File: src/hw/rtl/bmms_pkg.sv
`default_nettype none

package bmms_pkg;

    // Configuration register indexes.
    typedef enum logic [2:0] {
        CFG_DRIVE_LIMIT   = 3'd0,
        CFG_PICKUP_TICKS  = 3'd1,
        CFG_PUTDOWN_TICKS = 3'd2,
        CFG_UPRIGHT_TICKS = 3'd3,
        CFG_UPRIGHT_DRIVE = 3'd4
    } cfg_index_t;

    localparam int unsigned CFG_INDEX_W = 3;
    localparam int unsigned CFG_DATA_W  = 15;
    localparam int unsigned DRIVE_W     = 15;
    localparam int unsigned TICKS_W     = 10;
    localparam int unsigned COUNT_W     = 11;
    localparam int unsigned TERM_W      = 16;
    localparam int unsigned ANGLE_W     = 12;
    localparam int unsigned CMD_W       = 16;

    // Increment applied to the supervisor counters.
    localparam logic [COUNT_W-1:0] COUNT_STEP = COUNT_W'(1);

    // Reset values of the configuration registers.
    localparam logic [DRIVE_W-1:0] DRIVE_LIMIT_RST   = 15'd7000;
    localparam logic [TICKS_W-1:0] PICKUP_TICKS_RST  = 10'd200;
    localparam logic [TICKS_W-1:0] PUTDOWN_TICKS_RST = 10'd200;
    localparam logic [TICKS_W-1:0] UPRIGHT_TICKS_RST = 10'd300;
    localparam logic [DRIVE_W-1:0] UPRIGHT_DRIVE_RST = 15'd1800;

    // Command word bits.
    localparam int unsigned CMD_HALT_BIT  = 3;
    localparam int unsigned CMD_LEFT_BIT  = 12;
    localparam int unsigned CMD_RIGHT_BIT = 14;

    // Attitude thresholds in tenths of a degree.
    localparam logic signed [ANGLE_W-1:0] LEVEL_PITCH  = 12'sd50;
    localparam logic signed [ANGLE_W-1:0] LEVEL_ROLL   = 12'sd100;
    localparam logic signed [ANGLE_W-1:0] ON_END_ROLL  = 12'sd890;
    localparam logic signed [ANGLE_W-1:0] UPRIGHT_ROLL = 12'sd800;

endpackage

`default_nettype wire

File: src/hw/rtl/balance_motor_mix_supervisor_top.sv
`default_nettype none
// An input transfer is captured in the input register and then moves into the result
// register. Throughput: one item per cycle unless the output stalls; the supervisor
// state updates in the same cycle that an item moves from the input register into
// the result register.
// Reset: rst_n is asynchronous and active low; it empties both stages, clears all
// counters and flags, and loads the configuration registers with their default values.

module balance_motor_mix_supervisor_top (
    input  wire logic                                  clk,
    input  wire logic                                  rst_n,
    // Input channel
    input  wire logic                                  in_valid,
    output logic                                       in_stall,
    input  wire logic signed [bmms_pkg::TERM_W-1:0]    balance_term,
    input  wire logic signed [bmms_pkg::TERM_W-1:0]    velocity_term,
    input  wire logic signed [bmms_pkg::TERM_W-1:0]    turn_term,
    input  wire logic signed [bmms_pkg::ANGLE_W-1:0]   pitch_angle,
    input  wire logic signed [bmms_pkg::ANGLE_W-1:0]   roll_angle,
    input  wire logic        [bmms_pkg::CMD_W-1:0]     command_word,
    // Output channel
    output logic                                       out_valid,
    input  wire logic                                  out_stall,
    output logic signed      [bmms_pkg::TERM_W-1:0]    left_drive,
    output logic signed      [bmms_pkg::TERM_W-1:0]    right_drive,
    output logic                                       stopped,
    output logic                                       lifted,
    output logic                                       upright,
    // Configuration write channel
    input  wire logic                                  cfg_valid,
    output logic                                       cfg_ready,
    input  wire logic        [bmms_pkg::CFG_INDEX_W-1:0] cfg_index,
    input  wire logic        [bmms_pkg::CFG_DATA_W-1:0]  cfg_data
);

    // ------------------------------------------------------------------
    // Configuration registers. Writes are always taken; an index beyond
    // the register list is dropped.
    // ------------------------------------------------------------------
    logic [bmms_pkg::DRIVE_W-1:0] drive_limit_reg;
    logic [bmms_pkg::TICKS_W-1:0] pickup_ticks_reg;
    logic [bmms_pkg::TICKS_W-1:0] putdown_ticks_reg;
    logic [bmms_pkg::TICKS_W-1:0] upright_ticks_reg;
    logic [bmms_pkg::DRIVE_W-1:0] upright_drive_reg;

    assign cfg_ready = 1'b1;

    always_ff @(posedge clk or negedge rst_n)
    begin
        if (!rst_n)
        begin
            drive_limit_reg   <= bmms_pkg::DRIVE_LIMIT_RST;
            pickup_ticks_reg  <= bmms_pkg::PICKUP_TICKS_RST;
            putdown_ticks_reg <= bmms_pkg::PUTDOWN_TICKS_RST;
            upright_ticks_reg <= bmms_pkg::UPRIGHT_TICKS_RST;
            upright_drive_reg <= bmms_pkg::UPRIGHT_DRIVE_RST;
        end
        else if (cfg_valid && cfg_ready)
        begin
            case (cfg_index)
                bmms_pkg::CFG_DRIVE_LIMIT:   drive_limit_reg   <= cfg_data;
                bmms_pkg::CFG_PICKUP_TICKS:  pickup_ticks_reg  <= cfg_data[bmms_pkg::TICKS_W-1:0];
                bmms_pkg::CFG_PUTDOWN_TICKS: putdown_ticks_reg <= cfg_data[bmms_pkg::TICKS_W-1:0];
                bmms_pkg::CFG_UPRIGHT_TICKS: upright_ticks_reg <= cfg_data[bmms_pkg::TICKS_W-1:0];
                bmms_pkg::CFG_UPRIGHT_DRIVE: upright_drive_reg <= cfg_data;
                default: ;
            endcase
        end
    end

    // ------------------------------------------------------------------
    // Handshake. The result register frees up whenever it is empty or
    // its transfer completes, so the input register moves forward every
    // cycle unless the output side stalls with a result waiting.
    // ------------------------------------------------------------------
    logic s1_valid_reg;
    logic out_free;
    logic s1_advance;
    logic in_accept;

    assign out_free   = !out_valid || !out_stall;
    assign s1_advance = s1_valid_reg && out_free;
    assign in_stall   = s1_valid_reg && !out_free;
    assign in_accept  = in_valid && !in_stall;

    // Input register
    logic signed [bmms_pkg::TERM_W-1:0]  s1_balance_reg;
    logic signed [bmms_pkg::TERM_W-1:0]  s1_velocity_reg;
    logic signed [bmms_pkg::TERM_W-1:0]  s1_turn_reg;
    logic signed [bmms_pkg::ANGLE_W-1:0] s1_pitch_reg;
    logic signed [bmms_pkg::ANGLE_W-1:0] s1_roll_reg;
    logic        [bmms_pkg::CMD_W-1:0]   s1_cmd_reg;

    always_ff @(posedge clk or negedge rst_n)
    begin
        if (!rst_n)
        begin
            s1_valid_reg <= 1'b0;
        end
        else if (in_accept)
        begin
            s1_valid_reg <= 1'b1;
        end
        else if (s1_advance)
        begin
            s1_valid_reg <= 1'b0;
        end
    end

    always_ff @(posedge clk)
    begin
        if (in_accept)
        begin
            s1_balance_reg  <= balance_term;
            s1_velocity_reg <= velocity_term;
            s1_turn_reg     <= turn_term;
            s1_pitch_reg    <= pitch_angle;
            s1_roll_reg     <= roll_angle;
            s1_cmd_reg      <= command_word;
        end
    end

    // ------------------------------------------------------------------
    // Supervisor state
    // ------------------------------------------------------------------
    logic [bmms_pkg::COUNT_W-1:0] pickup_count_reg,  pickup_count_next;
    logic [bmms_pkg::COUNT_W-1:0] putdown_count_reg, putdown_count_next;
    logic [bmms_pkg::COUNT_W-1:0] upright_count_reg, upright_count_next;
    logic stop_flag_reg,    stop_flag_next;
    logic lifted_flag_reg,  lifted_flag_next;
    logic upright_flag_reg, upright_flag_next;
    logic halt_latch_reg,   halt_latch_next;

    logic signed [bmms_pkg::TERM_W-1:0] left_next, right_next;

    // Mix arithmetic runs 18 bits wide so that B - V +/- T never wraps.
    logic signed [17:0] base;
    logic signed [17:0] mix_l, mix_r;
    logic signed [17:0] lim_pos, lim_neg;
    logic signed [17:0] clamp_l, clamp_r;
    logic signed [bmms_pkg::TERM_W-1:0] sat_l, sat_r;
    logic signed [bmms_pkg::TERM_W-1:0] lim16;
    logic saturated;
    logic is_level;
    logic on_end;

    always_comb
    begin
        base = $signed({{2{s1_balance_reg[15]}}, s1_balance_reg})
             - $signed({{2{s1_velocity_reg[15]}}, s1_velocity_reg});

        // The left turn bit wins when both turn bits are set.
        if (s1_cmd_reg[bmms_pkg::CMD_LEFT_BIT])
        begin
            mix_l = base;
            mix_r = base + $signed({{2{s1_turn_reg[15]}}, s1_turn_reg});
        end
        else if (s1_cmd_reg[bmms_pkg::CMD_RIGHT_BIT])
        begin
            mix_l = base - $signed({{2{s1_turn_reg[15]}}, s1_turn_reg});
            mix_r = base;
        end
        else
        begin
            mix_l = base + $signed({{2{s1_turn_reg[15]}}, s1_turn_reg});
            mix_r = base - $signed({{2{s1_turn_reg[15]}}, s1_turn_reg});
        end

        lim_pos = $signed({3'b000, drive_limit_reg});
        lim_neg = -lim_pos;

        if (mix_l > lim_pos)
        begin
            clamp_l = lim_pos;
        end
        else if (mix_l < lim_neg)
        begin
            clamp_l = lim_neg;
        end
        else
        begin
            clamp_l = mix_l;
        end

        if (mix_r > lim_pos)
        begin
            clamp_r = lim_pos;
        end
        else if (mix_r < lim_neg)
        begin
            clamp_r = lim_neg;
        end
        else
        begin
            clamp_r = mix_r;
        end

        sat_l = clamp_l[15:0];
        sat_r = clamp_r[15:0];
        lim16 = $signed({1'b0, drive_limit_reg});

        // A zero limit clamps both drives to zero, which also counts here.
        saturated = ((sat_l == lim16) && (sat_r == lim16))
                 || ((sat_l == -lim16) && (sat_r == -lim16));

        is_level = (s1_pitch_reg < bmms_pkg::LEVEL_PITCH)
                && (s1_pitch_reg > -bmms_pkg::LEVEL_PITCH)
                && (s1_roll_reg > -bmms_pkg::LEVEL_ROLL)
                && (s1_roll_reg < bmms_pkg::LEVEL_ROLL);

        on_end = (s1_roll_reg > bmms_pkg::ON_END_ROLL)
              || (s1_roll_reg < -bmms_pkg::ON_END_ROLL);

        pickup_count_next  = pickup_count_reg;
        putdown_count_next = putdown_count_reg;
        upright_count_next = upright_count_reg;
        stop_flag_next     = stop_flag_reg;
        lifted_flag_next   = lifted_flag_reg;
        upright_flag_next  = upright_flag_reg;
        left_next          = sat_l;
        right_next         = sat_r;

        // Pick-up: the upright flag drops on every saturated tick, not only
        // when the count runs out.
        if (!lifted_flag_next && saturated)
        begin
            pickup_count_next = pickup_count_reg + bmms_pkg::COUNT_STEP;
            if (pickup_count_next > {1'b0, pickup_ticks_reg})
            begin
                stop_flag_next    = 1'b1;
                lifted_flag_next  = 1'b1;
                pickup_count_next = '0;
            end
            upright_flag_next = 1'b0;
        end

        // Put-down, seen against the lifted flag as the pick-up step left it.
        if (lifted_flag_next && is_level)
        begin
            putdown_count_next = putdown_count_reg + bmms_pkg::COUNT_STEP;
            if (putdown_count_next > {1'b0, putdown_ticks_reg})
            begin
                stop_flag_next     = 1'b0;
                lifted_flag_next   = 1'b0;
                putdown_count_next = '0;
            end
        end

        // Standing on end while lifted enters the upright mode.
        if (lifted_flag_next && !upright_flag_next && on_end)
        begin
            upright_count_next = upright_count_reg + bmms_pkg::COUNT_STEP;
            if (upright_count_next > {1'b0, upright_ticks_reg})
            begin
                stop_flag_next     = 1'b0;
                lifted_flag_next   = 1'b0;
                upright_flag_next  = 1'b1;
                upright_count_next = '0;
            end
        end

        // Past UPRIGHT_ROLL, upright mode drives a single wheel chosen by the lean.
        if (upright_flag_next && (s1_roll_reg > bmms_pkg::UPRIGHT_ROLL))
        begin
            left_next      = $signed({1'b0, upright_drive_reg});
            right_next     = '0;
            stop_flag_next = 1'b0;
        end
        else if (upright_flag_next && (s1_roll_reg < -bmms_pkg::UPRIGHT_ROLL))
        begin
            left_next      = '0;
            right_next     = $signed({1'b0, upright_drive_reg});
            stop_flag_next = 1'b0;
        end

        // The halt latch from the previous tick forces zero drive too.
        if (stop_flag_next || halt_latch_reg)
        begin
            left_next  = '0;
            right_next = '0;
        end

        halt_latch_next = s1_cmd_reg[bmms_pkg::CMD_HALT_BIT];
        if (halt_latch_next)
        begin
            left_next  = '0;
            right_next = '0;
        end
    end

    always_ff @(posedge clk or negedge rst_n)
    begin
        if (!rst_n)
        begin
            pickup_count_reg  <= '0;
            putdown_count_reg <= '0;
            upright_count_reg <= '0;
            stop_flag_reg     <= 1'b0;
            lifted_flag_reg   <= 1'b0;
            upright_flag_reg  <= 1'b0;
            halt_latch_reg    <= 1'b0;
        end
        else if (s1_advance)
        begin
            pickup_count_reg  <= pickup_count_next;
            putdown_count_reg <= putdown_count_next;
            upright_count_reg <= upright_count_next;
            stop_flag_reg     <= stop_flag_next;
            lifted_flag_reg   <= lifted_flag_next;
            upright_flag_reg  <= upright_flag_next;
            halt_latch_reg    <= halt_latch_next;
        end
    end

    // ------------------------------------------------------------------
    // Result register
    // ------------------------------------------------------------------
    logic out_valid_reg;
    logic signed [bmms_pkg::TERM_W-1:0] left_reg, right_reg;
    logic stopped_reg, lifted_reg, upright_reg;

    always_ff @(posedge clk or negedge rst_n)
    begin
        if (!rst_n)
        begin
            out_valid_reg <= 1'b0;
        end
        else if (out_free)
        begin
            out_valid_reg <= s1_valid_reg;
        end
    end

    always_ff @(posedge clk)
    begin
        if (s1_advance)
        begin
            left_reg    <= left_next;
            right_reg   <= right_next;
            stopped_reg <= stop_flag_next;
            lifted_reg  <= lifted_flag_next;
            upright_reg <= upright_flag_next;
        end
    end

    assign out_valid   = out_valid_reg;
    assign left_drive  = left_reg;
    assign right_drive = right_reg;
    assign stopped     = stopped_reg;
    assign lifted      = lifted_reg;
    assign upright     = upright_reg;

endmodule

`default_nettype wire

File: config.mk
export PLATFORM = sky130hd
export DESIGN_NAME = balance_motor_mix_supervisor_top
export DESIGN_NICKNAME = d
export VERILOG_FILES = /design/src/hw/rtl/bmms_pkg.sv /design/src/hw/rtl/balance_motor_mix_supervisor_top.sv
export SDC_FILE = /design/constraint.sdc
export NUM_CORES = 1
export LEC_CHECK = 0
export BUFFER_PORTS_ARGS = -buffer_cell sky130_fd_sc_hd__buf_2
export CAP_MARGIN = 20
export CORE_MARGIN = 2
export CORE_UTILIZATION = 62
export DETAILED_ROUTE_END_ITERATION = 8
export GPL_TIMING_DRIVEN = 0
export PLACE_DENSITY = 0.87
export SYNTH_ARGS = -nofsm -noshare
export SYNTH_HDL_FRONTEND = slang
export SYNTH_SLANG_ARGS = --single-unit
File: constraint.sdc
create_clock -name clk -period 9.9 [get_ports clk]
set_clock_uncertainty 0.2 [all_clocks]
set_input_delay 1.98 -clock clk [delete_from_list [all_inputs] [get_ports clk]]
set_output_delay 1.98 -clock clk [all_outputs]
set_load 0.01 [all_outputs]
==> impl_metrics.csv <==
group,metric,value,unit
synth,synth_compound_area_frac,0.228,
place,hpwl,44100,microns
sta,post-route-period-util,0.978,
synth,ys_warn_count,0,
place,place_ws,-0.265,ns
sta,slew_headroom,0.313,
global_routing,grt_pass1_vias,16174,
floorplanning,core-area,27900,sq um
worst_setup_path,reg2reg_from,"s1_balance_reg[0]$_DFFE_PP_",
worst_setup_path,r2r_end,"left_drive[3]$_SDFFCE_PP0P_",
cells_and_area,nets,2392,
floorplanning,die_x,172,microns
route,wirelength,57300,microns
clocking,cts_tree,"yes",
flow_run,maxCapViolCount,0,
worst_setup_path,crit_path_top_delay_cell,"a41oi_1",
clocking,numCtsBuffers,22,
clocking,htree_levels,1,
sta,finalMaxSlewViolations,0,
route,vias_per_cell,6.72,
synth,netlist_instances,1962,
floorplanning,dieArea,29700,sq um
power_and_ir_drop,power_frac_comb,0.555,
power_and_ir_drop,switching_share,0.456,
synth,synth_top_family_by_area,"compound AO/OA/AOI/OAI gates",
sta,fin_crit,9.68,ns
place,place_congestion,1.02,
synth,ys_async_sr_fraction,0.474,
global_routing,gr-total-overflow,0,
worst_setup_path,crit_top_cell,"o21ai_0",
power_and_ir_drop,power_switching,1.96,mW
power_and_ir_drop,p_leak,8.38,nW
min_path,hp-start,"upright_ticks_reg[7]$_DFFE_PN0P_",
worst_setup_path,cp.arrival,9.86,ns
synth,ys.flop_type,"edfxtp_1",
floorplanning,dieHeight,172,microns
floorplanning,num_rows,61,
power_and_ir_drop,internal-power,2.34,mW
synth,synth_edf_count,110,
min_path,whs_path_depth,1,
synth,synthMuxAreaShare,0.0520,
route,vias,16956,
synth,synthesis.nets,2224,
global_routing,antenna_found_initial,0,
synth,syn_area,17500,sq um
synth,avgSynthCellArea,8.94,sq um
sta,final.setup.worst_slack,0.221,ns
clocking,cts_root_buf,"clkbuf_16",
worst_setup_path,worstSetupStartpointType,"flip-flop",
synth,synth_area_leaders,"edfxtp_1 19%, dfrtp_1 11%, ha_1 11%, o21ai_0 3.8%, nand2_1 3.8%",
synth,synthAdderAreaFrac,0.109,
sta,hold_viol,0,
route,drtPass1Iterations,8,
worst_setup_path,worstSetupPathType,"reg -> reg",
worst_setup_path,critPathMaxFanout,10,
sta,finalSetupTns,0,ns
synth,yosysTopAreaCell,"edfxtp_1",
worst_setup_path,cp_slowest_stage_delay,0.74,ns
synth,synthDistinctLibCells,104,
global_routing,grt_max_degree,76,
global_routing,grt_pass1_wl,88300,microns
cells_and_area,nFillCells,2183,
clocking,ctsLongestPathBuffers,3,
cells_and_area,final_cell_mix,"176 x nand2_1, 155 x buf_2, 147 x ha_1, 132 x o21ai_0, 129 x inv_1",
synth,yosysSeqAreaShare,0.331,
floorplanning,ioPinCount,149,
power_and_ir_drop,power_density,218,nW/um^2
route,drc,0,
clocking,path_clk_slew,0.06,ns
synth,synth_xor_area_frac,0.0444,
power_and_ir_drop,clkPwrFrac,0.193,
cells_and_area,final_common_cell,"nand2_1",
min_path,whs_endpoint,"upright_ticks_reg[7]$_DFFE_PN0P_",
floorplanning,initial_core_util,0.630,
synth,synthSimpleGateAreaFrac,0.180,
sta,maxClockFrequency,103,MHz
global_routing,grtUsageTotal,0.384,
synth,ys_seq_elements,209,
clocking,clock_latency,0.54,ns
sta,tightest_slew,1.02,ns
cells_and_area,syn_to_final_growth,12.5,%
route,wire_per_inst,22.7,microns
place,io_buffer_count,134,
power_and_ir_drop,vdd.ir_drop.worst,0.183,mV
clocking,clock-sinks,209,
worst_setup_path,end_kind,"flip-flop",
clocking,holdBufCountCts,0,
min_path,hp-class,"reg -> reg",
cells_and_area,antennaDiodeCount,0,
worst_setup_path,r2r_setup_slack,0.22,ns
sta,setup_viol,0,
power_and_ir_drop,seq_power_share,0.252,
worst_setup_path,cp.required,10.08,ns
run_status,status,"complete, no violations",
synth,synth.top_cell.area_share,0.188,
worst_setup_path,reg2reg_depth,30,
route,drtIter0Drc,2054,
cells_and_area,drive_gt1_frac,0.176,
route,postRouteAntennaNets,0,
## timing repair
item                       4_1_cts  5_1_grt
buffers inserted                 0        7
resized for setup               10       43
pin swaps                        0        6
setup endpoints to repair       30       66
## power groups by stage
stage | sequential, mW | combinational (mW) | clock, mW
3_5_place_dp | 1.10 | 2.23 | 0
5_1_grt | 1.10 | 2.56 | 0.868
4_1_cts | 1.08 | 2.25 | 0.838
3_3_place_gp | 1.09 | 2.17 | 0
2_1_floorplan | 1.09 | 1.58 | 0
6_report | 1.09 | 2.39 | 0.831
## worst max-delay path, delay by kind of cell (launching register included)
family / cells / cell delay, ns
multiplexers: 1 / 0.16
buffers and inverters: 3 / 0.60
XOR/XNOR: 1 / 0.21
AO/OA/AOI/OAI: 16 / 4.89
adder cells (fa/ha/maj): 4 / 1.42
flip-flops: 1 / 0.33
AND/OR/NAND/NOR: 5 / 1.71
## logic make-up (layout without fill, tap and decap cells)
kind of cell	after synthesis	after routing
simple gates	619	619
compound gates	567	567
buf+inv	240	424
flops	209	209
fa+ha+maj	151	151
xor+xnor	89	89
mux	86	86
other cells	1	1
## worst max-delay path by stage
stage / from / to / slack, ns / cells past startpoint
2_1_floorplan: s1_velocity_reg[0]$_DFFE_PP_ / right_drive[10]$_SDFFCE_PP0P_ / 1.97 / 32
3_3_place_gp: s1_balance_reg[10]$_DFFE_PP_ / left_drive[4]$_SDFFCE_PP0P_ / -0.17 / 33
3_5_place_dp: s1_balance_reg[0]$_DFFE_PP_ / left_drive[5]$_SDFFCE_PP0P_ / -0.26 / 33
4_1_cts: s1_balance_reg[0]$_DFFE_PP_ / left_drive[5]$_SDFFCE_PP0P_ / 0.04 / 33
5_1_grt: s1_balance_reg[7]$_DFFE_PP_ / left_drive[5]$_SDFFCE_PP0P_ / -0.02 / 35
6_report: s1_balance_reg[0]$_DFFE_PP_ / left_drive[3]$_SDFFCE_PP0P_ / 0.22 / 30
## layout make-up
type / count / area, sq um / area share
Sequential cell: 209 / 5810 / 0.294
Clock buffer: 23 / 554 / 0.0281
Inverter: 140 / 526 / 0.0266
Buffer: 99 / 467 / 0.0236
Clock inverter: 17 / 171 / 0.00868
Tap cell: 378 / 473 / 0.0239
Timing Repair Buffer: 145 / 791 / 0.0400
Multi-Input combinational cell: 1513 / 11000 / 0.555
## per-stage QoR
step	instances	util	power, mW	hold slack, ns	instance area (sq um)
2_1_floorplan	1962	-	2.67	0.257	17500
3_3_place_gp	2474	0.671	3.27	0.284	18700
3_5_place_dp	2477	0.673	3.33	0.296	18800
4_1_cts	2516	0.701	4.18	0.309	19500
5_1_grt	2524	0.709	4.53	0.325	19800
6_report	2524	0.709	4.31	0.311	19800
## per-layer routing
| metal | GRT usage | share of wire | up-vias |
|---|---|---|---|
| met1 | 0.516 | 0.41 | 8175 |
| met5 | 0 | 0 | - |
| met2 | 0.621 | 0.46 | 993 |
| li1 | - | - | 7609 |
| met4 | 0.134 | 0.036 | 0 |
| met3 | 0.0755 | 0.10 | 179 |
## synthesized netlist by cell type (all sizes together), types with 7 or more instances
cell     instances
a2111oi          7
a211o           13
a211oi          31
a21o            27
a21oi          102
a221o            8
a221oi           7
a22oi           23
a311oi           7
a31oi           19
and2            21
and3            13
and4             7
buf             35
clkbuf          65
clkinv           7
dfrtp           78
dfstp           21
edfxtp         110
ha             148
inv            133
mux2            35
mux2i           51
nand2          176
nand2b          15
nand3           69
nand4           24
nor2           128
nor2b           21
nor3            66
nor4            17
o2111ai         10
o211ai          16
o21a            35
o21ai          144
o21bai          11
o221ai          12
o22ai           14
o311ai           9
o31ai           13
or2             17
or3             24
xnor2           70
xor2            19
Note: power is estimated with default switching activity, not from simulation.
